==> src/hdl/spectral_bin_bend_top_defines.svh <==
// Assertion helpers shared by the checking code of the bender.
`ifndef SPECTRAL_BIN_BEND_TOP_DEFINES_SVH
`define SPECTRAL_BIN_BEND_TOP_DEFINES_SVH

// Condition holds in the same cycle as the trigger.
`define SBB_CHECK_NOW(lbl, ante, cons) \
  lbl: assert property (@(posedge clk) disable iff (!rst_n) (ante) |-> (cons)) \
    else $error("sbb: check failed");

// Condition holds in the cycle after the trigger.
`define SBB_CHECK_NEXT(lbl, ante, cons) \
  lbl: assert property (@(posedge clk) disable iff (!rst_n) (ante) |=> (cons)) \
    else $error("sbb: check failed");

`endif

==> src/hdl/sbb_pkg.sv <==
package sbb_pkg;

  localparam int COEF_BITS  = 24;
  localparam int MAG_W      = COEF_BITS - 1;
  localparam int BIN_W      = 10;
  localparam int BLK_W      = 2;
  localparam int NUM_BLOCKS = 4;
  localparam int ADDR_W     = 12;
  localparam int GAIN_W     = 17;
  localparam int SHIFT_W    = 11;
  localparam int LEVEL_W    = 24;
  localparam int CFG_IDX_W  = 2;
  localparam int CFG_DATA_W = 24;
  localparam int FRAC_W     = 16;
  localparam int PROD_W     = GAIN_W + 1 + MAG_W + 1;

  localparam logic [MAG_W-1:0]  MAG_MAX  = '1;
  localparam logic [GAIN_W-1:0] GAIN_ONE = 17'h10000;
  localparam logic [PROD_W-1:0] RND_HALF = PROD_W'(32768);

  typedef enum logic [CFG_IDX_W-1:0] {
    CFG_BIN_SHIFT     = 2'd0,
    CFG_LEVEL_SHIFT   = 2'd1,
    CFG_FEEDBACK_GAIN = 2'd2
  } sbb_cfg_reg_t;

  typedef struct packed {
    logic signed [COEF_BITS-1:0] coefficient;
    logic [BIN_W-1:0]            bin_index;
    logic [BLK_W-1:0]            block_index;
  } sbb_in_t;

  typedef struct packed {
    logic [BIN_W-1:0]            out_bin;
    logic [BLK_W-1:0]            out_block;
    logic signed [COEF_BITS-1:0] bent_value;
  } sbb_out_t;

  // One item on its way into the smoother pipeline.
  typedef struct packed {
    logic [ADDR_W-1:0] addr;
    logic [BIN_W-1:0]  dst;
    logic [BLK_W-1:0]  blk;
    logic [MAG_W-1:0]  mag;
    logic              pos;
  } sbb_issue_t;

  typedef struct packed {
    logic              en;
    logic [ADDR_W-1:0] addr;
    logic [MAG_W-1:0]  data;
  } sbb_wr_t;

  typedef struct packed {
    logic              vld;
    logic [ADDR_W-1:0] addr;
  } sbb_slot_t;

endpackage

==> src/hdl/sbb_smooth.sv <==
module sbb_smooth import sbb_pkg::*; (
  input  logic              clk,
  input  logic              rst_n,
  input  logic [GAIN_W-1:0] gain,
  input  logic              iss_vld,
  input  sbb_issue_t        iss,
  input  logic [MAG_W-1:0]  rd_data,
  input  logic              out_stall,
  output logic              out_valid,
  output sbb_out_t          out_data,
  output logic              adv,
  output sbb_slot_t         s1_slot,
  output sbb_wr_t           wr
);

  logic                     s1_vld_r, s2_vld_r, s3_vld_r, out_valid_r;
  sbb_issue_t               s1_r, s2_r, s3_r;
  logic signed [MAG_W:0]    s2_diff_r;
  logic signed [PROD_W-1:0] s3_prod_r;
  logic                     wb_vld_r;
  logic [ADDR_W-1:0]        wb_addr_r;
  logic [MAG_W-1:0]         wb_data_r;
  sbb_out_t                 out_r;

  logic [MAG_W-1:0]         s1_old;
  logic signed [MAG_W:0]    s2_diff_nxt;
  logic signed [PROD_W-1:0] s3_prod_nxt;
  logic signed [PROD_W-1:0] s3_rnd, s3_sum;
  logic [MAG_W-1:0]         s3_new;
  logic [COEF_BITS-1:0]     s3_ext;
  sbb_out_t                 out_nxt;

  assign adv = !out_valid_r || !out_stall;

  // new = mag + round(g * (old - mag) / 2^16), same as the convex mix
  always_comb begin
    s3_rnd = (s3_prod_r + $signed(RND_HALF)) >>> FRAC_W;
    s3_sum = s3_rnd + $signed(PROD_W'(s3_r.mag));
    s3_new = s3_sum[MAG_W-1:0];
  end

  // Take the newest value of the entry: write stage, last write, then memory.
  always_comb begin
    if (s3_vld_r && s3_r.addr == s1_r.addr) begin
      s1_old = s3_new;
    end else if (wb_vld_r && wb_addr_r == s1_r.addr) begin
      s1_old = wb_data_r;
    end else begin
      s1_old = rd_data;
    end
    s2_diff_nxt = $signed({1'b0, s1_old}) - $signed({1'b0, s1_r.mag});
  end

  assign s3_prod_nxt = $signed({1'b0, gain}) * s2_diff_r;

  always_comb begin
    s3_ext = {1'b0, s3_new};
    out_nxt.out_bin    = s3_r.dst;
    out_nxt.out_block  = s3_r.blk;
    out_nxt.bent_value = s3_r.pos ? $signed(s3_ext) : $signed(-s3_ext);
  end

  assign wr      = '{en: s3_vld_r && adv, addr: s3_r.addr, data: s3_new};
  assign s1_slot = '{vld: s1_vld_r, addr: s1_r.addr};

  always_ff @(posedge clk) begin
    if (!rst_n) begin
      s1_vld_r    <= 1'b0;
      s2_vld_r    <= 1'b0;
      s3_vld_r    <= 1'b0;
      out_valid_r <= 1'b0;
      wb_vld_r    <= 1'b0;
    end else begin
      if (adv) begin
        s1_vld_r    <= iss_vld;
        s2_vld_r    <= s1_vld_r;
        s3_vld_r    <= s2_vld_r;
        out_valid_r <= s3_vld_r;
      end
      if (wr.en) begin
        wb_vld_r <= 1'b1;
      end
    end
  end

  always_ff @(posedge clk) begin
    if (adv) begin
      s1_r      <= iss;
      s2_r      <= s1_r;
      s2_diff_r <= s2_diff_nxt;
      s3_r      <= s2_r;
      s3_prod_r <= s3_prod_nxt;
      out_r     <= out_nxt;
    end
    if (wr.en) begin
      wb_addr_r <= wr.addr;
      wb_data_r <= wr.data;
    end
  end

  assign out_valid = out_valid_r;
  assign out_data  = out_r;

endmodule

==> config.mk <==
export PLATFORM = sky130hd
export DESIGN_NAME = sbb_smooth
export DESIGN_NICKNAME = d
export VERILOG_FILES = /design/src/hdl/spectral_bin_bend_top_defines.svh /design/src/hdl/sbb_pkg.sv /design/src/hdl/sbb_smooth.sv
export SDC_FILE = /design/constraint.sdc
export NUM_CORES = 1
export LEC_CHECK = 0
export BUFFER_PORTS_ARGS = -buffer_cell sky130_fd_sc_hd__buf_2
export CORE_AREA = 3 3 244 246
export DETAILED_ROUTE_END_ITERATION = 10
export DIE_AREA = 0 0 247 249
export PLACE_DENSITY_LB_ADDON = 0.1
export SYNTH_ARGS = -nofsm -noshare
export SYNTH_HDL_FRONTEND = slang
export SYNTH_SLANG_ARGS = --single-unit
==> constraint.sdc <==
create_clock -name clk -period 8.5 [get_ports clk]
set_input_delay 0.425 -clock clk [delete_from_list [all_inputs] [get_ports clk]]
set_output_delay 0.425 -clock clk [all_outputs]
set_load 0.005 [all_outputs]
==> impl_metrics.yaml <==
global_route:
  grt_remaining_overflow: 0
  antenna_found_initial: 4
  grt_pass1_vias: 18175
  grt_start_max_net_pins: 74
  grt_first_pass_wirelength_um: 101000
  grtUsageTotal: 0.2084
sta:
  min_period_over_period: 0.8248
  rsz0062_at_grt: "false"
  timing.hold.ws_ns: 0.06355
  relSlewSlack: 0.3441
  worst_pin_slew_ns: 0.9839
  finalSetupTns_ns: 0
  fmax_ghz: 0.1426
  min_period_ns: 7.011
  setup_viol: 0
  final_max_slew_viol_count: 0
  finalHoldViolCount: 0
  skew_ns: 0.01465
  setup_slack_ns: 1.489
routing:
  drt_wl_total_um: 61790
  first_pass_iters: 5
  wire_per_inst_um: 18.67
  ant_nets: 0
  drtIter0Drc: 912
  via_per_inst: 5.016
  vias: 16604
  drc: 0
clocking:
  cts.repair.resized: 0
  insertion_delay_ns: 0.54
  cts-root-buf: "clkbuf_16"
  post_cts_buffers: 0
  postCtsHoldBufs: 0
  cts_sinks: 268
  ctsLongestPathBuffers: 3
  cts_buffers: 27
  path_clk_slew_ns: 0.07
  cts_tree: "yes"
  cts.htree.levels: 1
synth:
  synth.most_common_cell: "inv_1"
  ys.flop_type: "edfxtp_1"
  synth.distinct_cells: 76
  synthTopCellsByArea: "edfxtp_1 31%, fa_1 30%, inv_1 7.4%"
  yosysSeqAreaShare: 0.3096
  yosys-top-cells-count: "510 x inv_1, 381 x fa_1, 282 x nand2_1, 263 x edfxtp_1, 181 x and2_1"
  syn_area_um2: 25830
  syn_avg_cell_area_um2: 10.72
  synth_warnings: 0
  synth_top_area_cell: "edfxtp_1"
  synth_top_area_frac: 0.3057
  synthArstFlopShare: 0
  ys_seq_elements: 268
  syn_inst: 2410
  synth_edf_count: 263
  synth_nets: 3022
placement:
  io_buffers: 178
  place_hpwl_um: 46900
  dp_slack_ns: 1.552
  gp_congestion: 0.8766
floorplanning:
  fp.dieH_um: 249
  die_width_um: 247
  io_pins: 179
  start_util: 0.4486
  row_count: 88
  core_area_um2: 57590
  die_area_um2: 61500
worst_hold_path:
  whs_path_depth: 1
  worstHoldStart: "iss[44]"
  holdPathEnd: "s1_slot[8]$_DFFE_PN_"
  hold_class: "in2reg"
critical_path:
  end_kind: "flip-flop"
  cp_data_arrival_time_ns: 7.30
  cp-start-kind: "flip-flop"
  rrSetupSlack_ns: 1.49
  r2r_end: "s3_prod_r[36]$_DFFE_PN_"
  worstRegToRegCells: 19
  reg2reg_from: "s2_diff_r[14]$_DFFE_PN_"
  crit_required_ns: 8.79
  critPathKind: "reg2reg"
  worst-path-max-fanout: 17
final_layout:
  fillers: 5323
  diodes: 0
  final_nets: 3139
  seq_area_um2: 7998
  multi_input_area_um2: 15450
  drive_above_1_share: 0.1033
  syn_to_final_growth_pct: 9.038
run:
  maxCapViolations: 0
status:
  status: "completed"
[critical path, stage by stage (launching register included)]
cell and delay [ns]:
edfxtp_1 0.88, nand2_1 0.19, fa_1 0.55, fa_1 0.49, fa_1 0.56, inv_1 0.06, fa_1 0.44, fa_1 0.61
inv_1 0.08, fa_1 0.49, inv_1 0.05, ha_1 0.32, and3_1 0.20, nand3_1 0.09, or4_1 0.49, a21oi_1 0.33
nor2_1 0.20, o311ai_1 0.43, a21oi_1 0.14, xnor2_1 0.15
[how the worst max path moves through the flow]
stage / start / end / slack (ns) / cells after the start
2_1_floorplan: out_stall / wr[35] / 1.41 / 2
5_1_grt: s2_diff_r[14]$_DFFE_PN_ / s3_prod_r[36]$_DFFE_PN_ / 1.20 / 19
4_1_cts: s2_diff_r[14]$_DFFE_PN_ / s3_prod_r[36]$_DFFE_PN_ / 1.51 / 19
3_3_place_gp: s2_diff_r[11]$_DFFE_PN_ / s3_prod_r[38]$_DFFE_PN_ / 1.59 / 20
6_report: s2_diff_r[14]$_DFFE_PN_ / s3_prod_r[36]$_DFFE_PN_ / 1.49 / 19
3_5_place_dp: gain[3] / s3_prod_r[36]$_DFFE_PN_ / 1.55 / 20
[through the flow]
stage	util	area, um2	cells
finish	0.4892	28170	3310
detailed placement	0.4735	27270	3263
global placement	0.4735	27270	3263
floorplan	-	25830	2410
CTS	0.4892	28170	3310
global route	0.4892	28170	3310
[area by class of cell]
cell class	count	share of cell area
Multi-Input combinational cell	1533	0.5486
Timing Repair Buffer	184	0.03323
Inverter	513	0.06836
Sequential cell	268	0.2839
Clock buffer	33	0.02585
Clock inverter	14	0.006085
Tap cell	765	0.03398
[placed cells by master (no fill, tap or decap), drive strengths merged, types with 4 or more instances in the layout]
cell type,instances
inv,512
dfxtp,5
edfxtp,263
nand2,282
a31oi,9
nor3,23
o21a,13
and3,15
nand2b,8
o21ai,42
a21o,25
a211oi,9
nand3,31
and4,4
fa,381
o31ai,6
nor2,62
mux2i,22
a21boi,10
clkinv,11
bufinv,4
buf,184
nor2b,9
or3,4
xnor2,97
nand4,12
xor2,40
a21oi,59
mux2,4
ha,139
and2,181
nor4,5
clkbuf,33
[flip-flops by register name, summed over array words and instances (netlist names), 12 cells and up]
signal / cells
s3_r: 24
s2_r: 48
s2_diff_r: 24
wr: 12
out_data: 36
wb_addr_r: 12
s3_prod_r: 24
out_nxt: 12
wb_data_r: 23
s1_slot: 12
s1_r: 36
[layer usage]
| metal | part of all wire | wire length, um | vias up | GRT usage |
|---|---|---|---|---|
| li1 | - | - | 7728 | - |
| met1 | 0.48 | 29370 | 8410 | 0.3126 |
| met2 | 0.45 | 28010 | 400 | 0.3269 |
| met3 | 0.058 | 3608 | 58 | 0.03251 |
| met4 | 0.012 | 754 | 8 | 0.03237 |
| met5 | 0.00081 | 50 | - | 0 |
[logic make-up (layout without fill, tap and decap cells)]
kind of cell	after synthesis	count (layout)	synth area share
simple gates	651	651	0.1244
buf+inv	609	744	0.09285
fa+ha+maj	520	520	0.3626
flops	268	268	0.3096
compound gates	199	199	0.05245
xor+xnor	137	137	0.04790
mux	26	26	0.01027
Power is left out: the tool's default activity adds up to more than one toggle a clock period on the data nets, which glitch-free logic cannot reach.
